[src/sv/gdd_pkg.sv]
// Shared types, constants and calendar helpers for the date decrement core.
// No dependencies; imported by every module of the block.
`default_nettype none

package gdd_pkg;

  localparam int CNT_W   = 12;
  localparam int DAY_W   = 5;
  localparam int MON_W   = 4;
  localparam int CMD_W   = 3;
  localparam int FAC_W   = 10;
  localparam int MULT_W  = CNT_W + FAC_W;
  localparam int STEP_W  = 15;
  localparam int RES_W   = 9;
  localparam int YEAR_IO_W = 16;

  localparam logic [RES_W-1:0] CYCLE_YEARS = 9'd400;
  localparam logic [RES_W-1:0] RES_LAST    = 9'd399;

  typedef enum logic [CMD_W-1:0] {
    CMD_DAY        = 3'd0,
    CMD_WEEK       = 3'd1,
    CMD_MONTH      = 3'd2,
    CMD_YEAR       = 3'd3,
    CMD_DECADE     = 3'd4,
    CMD_CENTURY    = 3'd5,
    CMD_MILLENNIUM = 3'd6
  } cmd_e_t;

  typedef enum logic [1:0] {
    OP_PASS  = 2'd0,
    OP_DAY   = 2'd1,
    OP_MONTH = 2'd2,
    OP_YEAR  = 2'd3
  } op_t;

  typedef enum logic [1:0] {
    F_IDLE = 2'd0,
    F_RES  = 2'd1,
    F_PUSH = 2'd2,
    F_QUO  = 2'd3
  } fstate_t;

  typedef enum logic [1:0] {
    B_IDLE = 2'd0,
    B_RUN  = 2'd1,
    B_OUT  = 2'd2
  } bstate_t;

  typedef struct packed {
    op_t               kind;
    logic              bad;
    logic [MULT_W-1:0] mult;
    logic [DAY_W-1:0]  day;
    logic [MON_W-1:0]  month;
    logic [RES_W-1:0]  res;
  } job_t;

  typedef struct packed {
    logic full;
    logic empty;
  } qstat_t;

  localparam logic [DAY_W-1:0] MONTH_LEN [12] = '{
    5'd31, 5'd28, 5'd31, 5'd30, 5'd31, 5'd30,
    5'd31, 5'd31, 5'd30, 5'd31, 5'd30, 5'd31
  };

  function automatic logic [FAC_W-1:0] unit_factor(input logic [CMD_W-1:0] cmd);
    logic [FAC_W-1:0] f;
    case (cmd)
      CMD_WEEK:       f = 10'd7;
      CMD_DECADE:     f = 10'd10;
      CMD_CENTURY:    f = 10'd100;
      CMD_MILLENNIUM: f = 10'd1000;
      default:        f = 10'd1;
    endcase
    return f;
  endfunction

  // res is the year modulo 400; divisibility does not depend on sign
  function automatic logic is_leap(input logic [RES_W-1:0] res);
    logic cent;
    cent = (res == 9'd100) || (res == 9'd200) || (res == 9'd300);
    return (res[1:0] == 2'b00) && !cent;
  endfunction

  function automatic logic [DAY_W-1:0] month_days(input logic [MON_W-1:0] month,
                                                  input logic leap);
    logic [DAY_W-1:0] d;
    if (month == 4'd0 || month > 4'd12) begin
      d = '0;
    end else if (month == 4'd2) begin
      d = leap ? 5'd29 : 5'd28;
    end else begin
      d = MONTH_LEN[month - 4'd1];
    end
    return d;
  endfunction

endpackage

`default_nettype wire

[src/sv/gregorian_date_decrement_core.sv]
// Top level of the Gregorian date decrement core: front end, job queue, back end.
// Depends on gdd_pkg, gdd_front, gdd_queue and gdd_back.
//
// Moves a date (day, month, signed year) back by a count of days, weeks, months,
// years, decades, centuries or millennia; invalid dates come back unchanged with
// the bad-input flag set. The front end takes no new item until the last has passed
// its year-modulo-400 reduction and its push, which waits while the queue is full.
// The back end takes one step per cycle on a day, week or month item and subtracts
// the year offset for the other units. A two-entry queue and an output register let
// the front end accept new items while the back end works or a result waits.
`default_nettype none

module gregorian_date_decrement_core import gdd_pkg::*; #(
  parameter int YEAR_WIDTH = 16
) (
  input  wire logic        clk,
  input  wire logic        rst_n,
  input  wire logic        in_tvalid,
  output logic             in_tready,
  input  wire logic [2:0]  in_tuser,   // command
  input  wire logic [39:0] in_tdata,   // step_count, day_in, month_in, year_in, zero pad
  output logic             out_tvalid,
  input  wire logic        out_tready,
  output logic [0:0]       out_tuser,  // bad_input
  output logic [31:0]      out_tdata   // day_out, month_out, year_out, zero pad
);

  localparam int JOB_W = $bits(job_t) + YEAR_WIDTH;

  qstat_t                 qstat;
  logic                   push, pop;
  job_t                   f_job, b_job;
  logic [YEAR_WIDTH-1:0]  f_year, b_year;
  logic [JOB_W-1:0]       q_rd;
  logic [DAY_W-1:0]       out_day;
  logic [MON_W-1:0]       out_month;
  logic [YEAR_IO_W-1:0]   out_year;
  logic                   out_bad;

  gdd_front #(.YEAR_WIDTH(YEAR_WIDTH)) u_front (
    .clk       (clk),
    .rst_n     (rst_n),
    .in_tvalid (in_tvalid),
    .in_tready (in_tready),
    .in_cmd    (in_tuser),
    .in_count  (in_tdata[11:0]),
    .in_day    (in_tdata[16:12]),
    .in_month  (in_tdata[20:17]),
    .in_year   (in_tdata[36:21]),
    .qstat     (qstat),
    .push      (push),
    .job       (f_job),
    .job_year  (f_year)
  );

  gdd_queue #(.WIDTH(JOB_W)) u_queue (
    .clk     (clk),
    .rst_n   (rst_n),
    .push    (push),
    .wr_data ({f_job, f_year}),
    .pop     (pop),
    .rd_data (q_rd),
    .qstat   (qstat)
  );

  assign b_job  = q_rd[JOB_W-1:YEAR_WIDTH];
  assign b_year = q_rd[YEAR_WIDTH-1:0];

  gdd_back #(.YEAR_WIDTH(YEAR_WIDTH)) u_back (
    .clk        (clk),
    .rst_n      (rst_n),
    .qstat      (qstat),
    .job        (b_job),
    .job_year   (b_year),
    .pop        (pop),
    .out_tvalid (out_tvalid),
    .out_tready (out_tready),
    .out_day    (out_day),
    .out_month  (out_month),
    .out_year   (out_year),
    .out_bad    (out_bad)
  );

  assign out_tuser = out_bad;
  assign out_tdata = {7'd0, out_year, out_month, out_day};

endmodule

`default_nettype wire

[src/sv/gdd_queue.sv]
// Two-entry job queue between the classifying front end and the stepping back end.
// Uses gdd_pkg for the status struct.
`default_nettype none

module gdd_queue import gdd_pkg::*; #(
  parameter int WIDTH = 8
) (
  input  wire logic             clk,
  input  wire logic             rst_n,
  input  wire logic             push,
  input  wire logic [WIDTH-1:0] wr_data,
  input  wire logic             pop,
  output logic      [WIDTH-1:0] rd_data,
  output qstat_t                qstat
);

  logic [WIDTH-1:0] mem_r [2];
  logic             wr_ptr_r, rd_ptr_r;
  logic [1:0]       cnt_r;
  logic             do_push, do_pop;

  assign do_push = push && (cnt_r != 2'd2);
  assign do_pop  = pop && (cnt_r != 2'd0);
  assign rd_data = mem_r[rd_ptr_r];
  assign qstat   = '{full: (cnt_r == 2'd2), empty: (cnt_r == 2'd0)};

  always_ff @(posedge clk) begin
    if (do_push) begin
      mem_r[wr_ptr_r] <= wr_data;
    end
  end

  always_ff @(posedge clk) begin
    if (!rst_n) begin
      wr_ptr_r <= 1'b0;
      rd_ptr_r <= 1'b0;
      cnt_r    <= 2'd0;
    end else begin
      if (do_push) wr_ptr_r <= ~wr_ptr_r;
      if (do_pop)  rd_ptr_r <= ~rd_ptr_r;
      cnt_r <= cnt_r + {1'b0, do_push} - {1'b0, do_pop};
    end
  end

endmodule

`default_nettype wire

[src/sv/gdd_front.sv]
// Front end: accepts items, finds the year modulo 400 by reciprocal multiplication,
// checks the date and queues a classified job. Uses gdd_pkg.
`default_nettype none

module gdd_front import gdd_pkg::*; #(
  parameter int YEAR_WIDTH = 16
) (
  input  wire logic                  clk,
  input  wire logic                  rst_n,
  input  wire logic                  in_tvalid,
  output logic                       in_tready,
  input  wire logic [CMD_W-1:0]      in_cmd,
  input  wire logic [CNT_W-1:0]      in_count,
  input  wire logic [DAY_W-1:0]      in_day,
  input  wire logic [MON_W-1:0]      in_month,
  input  wire logic [YEAR_IO_W-1:0]  in_year,
  input  qstat_t                     qstat,
  output logic                       push,
  output job_t                       job,
  output logic [YEAR_WIDTH-1:0]      job_year
);

  // floor(mag / 400) = (mag * RECIP) >> SHIFT, exact for any YEAR_WIDTH-bit magnitude
  localparam int SHIFT  = YEAR_WIDTH + RES_W;
  localparam int PROD_W = 2 * YEAR_WIDTH + 1;
  localparam int QUO_W  = PROD_W - SHIFT;
  localparam logic [63:0] RECIP_64 =
    ((64'd1 << SHIFT) + 64'(CYCLE_YEARS) - 64'd1) / 64'(CYCLE_YEARS);
  localparam logic [YEAR_WIDTH:0] RECIP = RECIP_64[YEAR_WIDTH:0];

  fstate_t                fstate_r, fstate_nxt;
  logic [CMD_W-1:0]       cmd_r;
  logic [CNT_W-1:0]       cnt_r;
  logic [DAY_W-1:0]       day_r;
  logic [MON_W-1:0]       month_r;
  logic [YEAR_WIDTH-1:0]  year_r, mag_r, year_w;
  logic                   neg_r;
  logic [QUO_W-1:0]       quo_r;
  logic [RES_W-1:0]       res_r, res_nxt;
  logic [MULT_W-1:0]      mult_r;
  logic                   accept;
  logic [PROD_W-1:0]      prod;
  logic [YEAR_WIDTH-1:0]  quo_x400, rem_w;
  logic [RES_W-1:0]       yres;
  logic                   leap, bad;

  assign year_w   = YEAR_WIDTH'(in_year);
  assign accept   = in_tvalid && in_tready;
  assign prod     = PROD_W'(mag_r) * PROD_W'(RECIP);
  assign quo_x400 = YEAR_WIDTH'(quo_r) * YEAR_WIDTH'(CYCLE_YEARS);
  assign rem_w    = mag_r - quo_x400;
  assign res_nxt  = rem_w[RES_W-1:0];

  always_comb begin
    yres = (neg_r && res_r != '0) ? CYCLE_YEARS - res_r : res_r;
    leap = is_leap(yres);
    bad  = (month_r == 4'd0) || (month_r > 4'd12) || (day_r == '0) ||
           (day_r > month_days(month_r, leap));
  end

  always_comb begin
    job.bad   = bad;
    job.mult  = mult_r;
    job.day   = day_r;
    job.month = month_r;
    job.res   = yres;
    if (bad || cnt_r == '0) begin
      job.kind = OP_PASS;
    end else begin
      case (cmd_r)
        CMD_DAY, CMD_WEEK:  job.kind = OP_DAY;
        CMD_MONTH:          job.kind = OP_MONTH;
        CMD_YEAR, CMD_DECADE, CMD_CENTURY, CMD_MILLENNIUM: job.kind = OP_YEAR;
        default:            job.kind = OP_PASS;
      endcase
    end
    job_year = year_r;
  end

  always_comb begin
    fstate_nxt = fstate_r;
    case (fstate_r)
      F_IDLE: if (in_tvalid) fstate_nxt = F_QUO;
      F_QUO:  fstate_nxt = F_RES;
      F_RES:  fstate_nxt = F_PUSH;
      F_PUSH: if (!qstat.full) fstate_nxt = F_IDLE;
      default: fstate_nxt = F_IDLE;
    endcase
  end

  always_comb begin
    in_tready = 1'b0;
    push      = 1'b0;
    case (fstate_r)
      F_IDLE:  in_tready = 1'b1;
      F_PUSH:  push = !qstat.full;
      default: ;
    endcase
  end

  always_ff @(posedge clk) begin
    if (!rst_n) begin
      fstate_r <= F_IDLE;
    end else begin
      fstate_r <= fstate_nxt;
    end
  end

  always_ff @(posedge clk) begin
    if (accept) begin
      cmd_r   <= in_cmd;
      cnt_r   <= in_count;
      day_r   <= in_day;
      month_r <= in_month;
      year_r  <= year_w;
      neg_r   <= year_w[YEAR_WIDTH-1];
      mag_r   <= year_w[YEAR_WIDTH-1] ? (~year_w + 1'b1) : year_w;
      mult_r  <= MULT_W'(in_count) * MULT_W'(unit_factor(in_cmd));
    end else if (fstate_r == F_QUO) begin
      quo_r <= prod[PROD_W-1:SHIFT];
    end else if (fstate_r == F_RES) begin
      res_r <= res_nxt;
    end
  end

endmodule

`default_nettype wire

[src/sv/gdd_back.sv]
// Back end: steps a queued job one day or one month per cycle, or subtracts the
// year offset, and holds the result in an output register. Uses gdd_pkg.
`default_nettype none

module gdd_back import gdd_pkg::*; #(
  parameter int YEAR_WIDTH = 16
) (
  input  wire logic                  clk,
  input  wire logic                  rst_n,
  input  qstat_t                     qstat,
  input  job_t                       job,
  input  wire logic [YEAR_WIDTH-1:0] job_year,
  output logic                       pop,
  output logic                       out_tvalid,
  input  wire logic                  out_tready,
  output logic [DAY_W-1:0]           out_day,
  output logic [MON_W-1:0]           out_month,
  output logic [YEAR_IO_W-1:0]       out_year,
  output logic                       out_bad
);

  localparam logic [63:0] YEAR_MAX = (64'd1 << (YEAR_WIDTH - 1)) - 64'd1;
  localparam logic [RES_W-1:0] MAX_RES = RES_W'(YEAR_MAX % 64'd400);
  localparam int SUB_W = (YEAR_WIDTH > MULT_W) ? YEAR_WIDTH : MULT_W;

  bstate_t                bstate_r, bstate_nxt;
  op_t                    kind_r;
  logic                   bad_r;
  logic [STEP_W-1:0]      left_r;
  logic [MULT_W-1:0]      delta_r;
  logic [DAY_W-1:0]       day_r, day_nxt;
  logic [MON_W-1:0]       month_r, month_nxt;
  logic [YEAR_WIDTH-1:0]  year_r, year_nxt, year_dec;
  logic [RES_W-1:0]       res_r, res_nxt, res_dec;
  logic                   out_valid_r;
  logic                   load_out, running, run_done;
  logic [SUB_W-1:0]       diff;
  logic [MON_W-1:0]       prev_month;
  logic [DAY_W-1:0]       len;

  assign out_tvalid = out_valid_r;
  assign run_done = (kind_r == OP_YEAR) || (kind_r == OP_PASS) || (left_r == '0);
  assign year_dec = year_r - 1'b1;
  assign res_dec  = (year_r[YEAR_WIDTH-1] && year_r[YEAR_WIDTH-2:0] == '0) ? MAX_RES :
                    (res_r == '0) ? RES_LAST : res_r - 1'b1;
  assign diff = SUB_W'(year_r) - SUB_W'(delta_r);

  always_comb begin
    day_nxt    = day_r;
    month_nxt  = month_r;
    year_nxt   = year_r;
    res_nxt    = res_r;
    prev_month = month_r - 1'b1;
    len        = '0;
    case (kind_r)
      OP_DAY: begin
        if (day_r > 5'd1) begin
          day_nxt = day_r - 1'b1;
        end else if (month_r == 4'd1) begin
          month_nxt = 4'd12;
          day_nxt   = 5'd31;
          year_nxt  = year_dec;
          res_nxt   = res_dec;
        end else begin
          month_nxt = prev_month;
          day_nxt   = month_days(prev_month, is_leap(res_r));
        end
      end
      OP_MONTH: begin
        if (month_r == 4'd1) begin
          month_nxt = 4'd12;
          year_nxt  = year_dec;
          res_nxt   = res_dec;
        end else begin
          month_nxt = prev_month;
        end
        len = month_days(month_nxt, is_leap(res_nxt));
        if (day_r > len) day_nxt = len;
      end
      OP_YEAR: year_nxt = diff[YEAR_WIDTH-1:0];
      default: ;
    endcase
  end

  always_comb begin
    bstate_nxt = bstate_r;
    case (bstate_r)
      B_IDLE: if (!qstat.empty) bstate_nxt = B_RUN;
      B_RUN:  if (run_done) bstate_nxt = B_OUT;
      B_OUT:  if (!out_valid_r || out_tready) bstate_nxt = B_IDLE;
      default: bstate_nxt = B_IDLE;
    endcase
  end

  always_comb begin
    pop      = 1'b0;
    running  = 1'b0;
    load_out = 1'b0;
    case (bstate_r)
      B_IDLE:  pop = !qstat.empty;
      B_RUN:   running = 1'b1;
      B_OUT:   load_out = !out_valid_r || out_tready;
      default: ;
    endcase
  end

  always_ff @(posedge clk) begin
    if (!rst_n) begin
      bstate_r    <= B_IDLE;
      out_valid_r <= 1'b0;
    end else begin
      bstate_r <= bstate_nxt;
      if (load_out) begin
        out_valid_r <= 1'b1;
      end else if (out_tready) begin
        out_valid_r <= 1'b0;
      end
    end
  end

  always_ff @(posedge clk) begin
    if (pop) begin
      kind_r  <= job.kind;
      bad_r   <= job.bad;
      left_r  <= job.mult[STEP_W-1:0];
      delta_r <= job.mult;
      day_r   <= job.day;
      month_r <= job.month;
      year_r  <= job_year;
      res_r   <= job.res;
    end else if (running && !run_done) begin
      day_r   <= day_nxt;
      month_r <= month_nxt;
      year_r  <= year_nxt;
      res_r   <= res_nxt;
      left_r  <= left_r - 1'b1;
    end else if (running && kind_r == OP_YEAR) begin
      year_r <= year_nxt;
    end
  end

  always_ff @(posedge clk) begin
    if (load_out) begin
      out_day   <= day_r;
      out_month <= month_r;
      out_year  <= YEAR_IO_W'(year_r);
      out_bad   <= bad_r;
    end
  end

endmodule

`default_nettype wire

[config.mk]
export PLATFORM = sky130hd
export DESIGN_NAME = gregorian_date_decrement_core
export DESIGN_NICKNAME = d
export VERILOG_FILES = /design/src/sv/gdd_pkg.sv /design/src/sv/gregorian_date_decrement_core.sv /design/src/sv/gdd_queue.sv /design/src/sv/gdd_front.sv /design/src/sv/gdd_back.sv
export SDC_FILE = /design/constraint.sdc
export NUM_CORES = 1
export LEC_CHECK = 0
export BUFFER_PORTS_ARGS = -buffer_cell sky130_fd_sc_hd__buf_2
export CAP_MARGIN = 20
export CELL_PAD_IN_SITES_DETAIL_PLACEMENT = 1
export CELL_PAD_IN_SITES_GLOBAL_PLACEMENT = 1
export CORE_MARGIN = 8
export CORE_UTILIZATION = 55
export CTS_CLUSTER_SIZE = 40
export DETAILED_ROUTE_END_ITERATION = 16
export GPL_TIMING_DRIVEN = 1
export PLACE_DENSITY_LB_ADDON = 0.1
export SLEW_MARGIN = 30
export SYNTH_ARGS = -nofsm -noshare
export SYNTH_HDL_FRONTEND = slang
export SYNTH_SLANG_ARGS = --single-unit
[constraint.sdc]
create_clock -name clk -period 11 [get_ports clk]
set_clock_uncertainty 0.05 [all_clocks]
set_input_delay 1.65 -clock clk [delete_from_list [all_inputs] [get_ports clk]]
set_output_delay 1.65 -clock clk [all_outputs]
set_load 0.005 [all_outputs]
==> metrics.txt <==
first-pass GRT wire length=77.03 mm; largest area contributor in the netlist=edfxtp_1; # H-tree levels=1; CTS tree=yes; GRT Total Usage=21.90%; Port Buffer Count=71; Setup-failing EPs final=0; share of the synthesized area in the top cell type=41.56%; RSZ-0062 raised after global routing=false; layout cells sized above 1=9.897%; Worst setup SP type=primary input; nets@finish=2229; Post-DP HPWL=37.07 mm; WP data required=11.26 ns; die area=43890 µm²; minimum clock period=6.893 ns; Cell Area, Synth=20590 µm²; postcts setup bufs=0; Rows=71; Arr. time, crit path=7.16 ns; Hold Buf Count CTS=0; pin count of the biggest net entering global routing=72; synthesized flop and latch total=295; Via density=5.631; CTS buffer count=30; Worst slew margin=34.37%; Area Growth Syn to Fin=9.199%; drt initial violations=593; Via Count=13.03k; Worst Tran Pin Value=0.9808 ns; wire per inst=20.54 µm; Max Cap Viol=0; Reg-to-Reg Start=u_front.mag_r[5]; Synth Area per Inst=11.81 µm²; initial antenna violation count=3; EDFF count, synth=285; area taken by multi-input logic gates=10610 µm²; clock sink count=295; Final Hold Vio Count=0; Worst Setup Path Type=in2reg; Die W=209.5 µm; total wire length=47.54 mm; I/O pins=82; TNS Setup=0 ns; Hold WC Path Type=reg2reg; async set or reset register ratio after synthesis=0%; final worst-path cycle share=62.66%; Ys Warns=0; CTS Root Cell=clkbuf_16; # resized after CTS=0; crit end category=flop; chip height=209.5 µm; DRT Pass-1 Iters=5; Starting Density=55.19%; reg2reg path depth=19; Setup crit start=in_tuser[0]; register area=8760 µm²; Seq/Total Area, Yosys=42.53%; CP max FO=12; top cells by area, synth=edfxtp_1, fa_1, ha_1; hold wc startpoint=u_back.bad_r; # DRC=0; Worst-Skew Late Latency=0.57 ns; synth unique cells=79; number of global-route vias before repair=14.42k; outcome=complete, no violations; gp weighted congestion=0.8653; fillers=3802; Core ar.=37310 µm²; CTS max path bufs=3; Post-Syn Instances=1743; f_max=0.1451 GHz; final global-route overflow total=0; ys flop type=edfxtp_1; hold path cells=0; Antenna Violating Nets Remaining=0; max-slew violation count=0; Worst-path clk slew=0.06 ns
[critical path: stages]
cell      delay [ns]
buf_2           0.14
xnor2_1         0.13
nor2_1          0.74
nand2_1         0.16
fa_1            0.53
inv_1           0.06
fa_1            0.52
fa_1            0.44
fa_1            0.55
inv_1           0.06
fa_1            0.53
inv_1           0.05
ha_1            0.37
and2_1          0.21
a31o_2          0.23
a211oi_1        0.35
o31ai_1         0.17
a21oi_1         0.19
xnor2_1         0.08
[metal layers]
layer	wire length [µm]	global-route usage (%)	part of all wire, %
met5	23	0	0.048
met4	1045	5.881	2.2
met3	1664	2.730	3.5
met2	24410	39.05	51
met1	20400	27.86	43
[synth_stat cells (18+ instances only)]
master,number
inv_1,287
edfxtp_1,285
ha_1,215
fa_1,152
nand2_1,123
xnor2_1,62
o21ai_0,58
nor2_1,55
a21oi_1,54
and2_1,36
mux2i_1,27
xor2_1,25
clkbuf_1,24
nor3_1,24
mux2_2,21
nor2b_1,19
nand2b_1,18
nand3_1,18
[layout by cell type (no fill, tap or decap), types with 6 or more instances in the layout]
master / netlist / final
clkbuf_16: 0 / 31
nor2_1: 55 / 54
and3_1: 10 / 9
a31oi_1: 9 / 9
buf_4: 8 / 9
nand2b_1: 18 / 18
fa_1: 152 / 152
xor2_1: 25 / 25
mux2_2: 21 / 21
o211ai_1: 12 / 12
o22ai_1: 8 / 8
nor3_1: 24 / 24
and2_1: 36 / 35
buf_2: 6 / 72
conb_1: 1 / 7
o21a_1: 13 / 13
dfxtp_1: 10 / 9
nand3b_1: 6 / 6
a21o_1: 17 / 17
a211oi_1: 11 / 11
mux2i_1: 27 / 27
inv_1: 287 / 287
edfxtp_1: 285 / 285
ha_1: 215 / 215
nor4_1: 17 / 16
xnor2_1: 62 / 62
a21oi_1: 54 / 54
nand2_1: 123 / 123
nand3_1: 18 / 18
o31ai_1: 12 / 11
nor2b_1: 19 / 17
o21ai_0: 58 / 58
or3_1: 10 / 10
[layout make-up]
type,count,share of cell area [%]
sequential,295,38.95
timing repair buffer,81,1.903
antenna,1,0.01113
multi-input combinational,1119,47.19
tap,474,2.637
clock buffer,35,3.517
inverter,288,4.807
clock inverter,21,0.9793
[metrics by stage]
stage	worst slack, ns	cells	hold WS (ns)	util (%)	cell area, µm²
floorplan	4.366	1749	0.3503	-	20610
global placement	3.511	2256	0.3759	57.50	21450
detailed placement	3.389	2257	0.3629	57.55	21470
CTS	3.909	2313	0.3775	60.25	22480
global route	3.818	2314	0.3888	60.27	22490
finish	4.107	2314	0.3758	60.27	22490
[sequential cells by signal (all words and copies together) (netlist names), 2 cells and up, named ones only]
| signal | flops |
|---|---|
| u_front.day_r | 5 |
| u_back.kind_r | 2 |
| u_back.res_r | 9 |
| u_front.res_r | 9 |
| u_front.cnt_r | 12 |
| u_back.out_year | 16 |
| u_front.fstate_r | 2 |
| u_back.year_r | 16 |
| u_back.month_r | 4 |
| u_queue.mem_r | 106 |
| u_back.left_r | 15 |
| u_front.quo_r | 5 |
| u_back.day_r | 5 |
| u_front.job_year | 14 |
| u_back.out_month | 4 |
| u_front.mag_r | 16 |
| u_front.cmd_r | 3 |
| u_front.month_r | 4 |
| u_back.out_day | 5 |
| u_back.delta_r | 16 |
| u_front.mult_r | 16 |
| u_queue.cnt_r | 2 |
| u_back.bstate_r | 2 |
[kinds of logic (layout without fill, tap and decap cells)]
family / after synthesis / after routing / share of synthesized area [%]
adders and majority gates: 367 / 367 / 27.84
muxes: 48 / 48 / 2.461
AOI/OAI and AO/OA: 243 / 243 / 7.917
xor gates and xnor gates: 87 / 87 / 3.700
other: 1 / 8 / 0.01821
and+or+nand+nor: 367 / 367 / 9.205
buffers and inverters: 335 / 425 / 6.325
DFF: 295 / 295 / 42.53
[final timing paths]
check                                           to  slack, ns
worst min register to register      u_back.out_bad       0.38
worst min-delay path                u_back.out_bad       0.38
worst max-delay path            u_front.mult_r[15]       4.11
worst max register to register    u_front.quo_r[4]       4.33
Power is left out: the tool's default activity adds up to more than one toggle a clock period on the data nets, which glitch-free logic cannot reach.
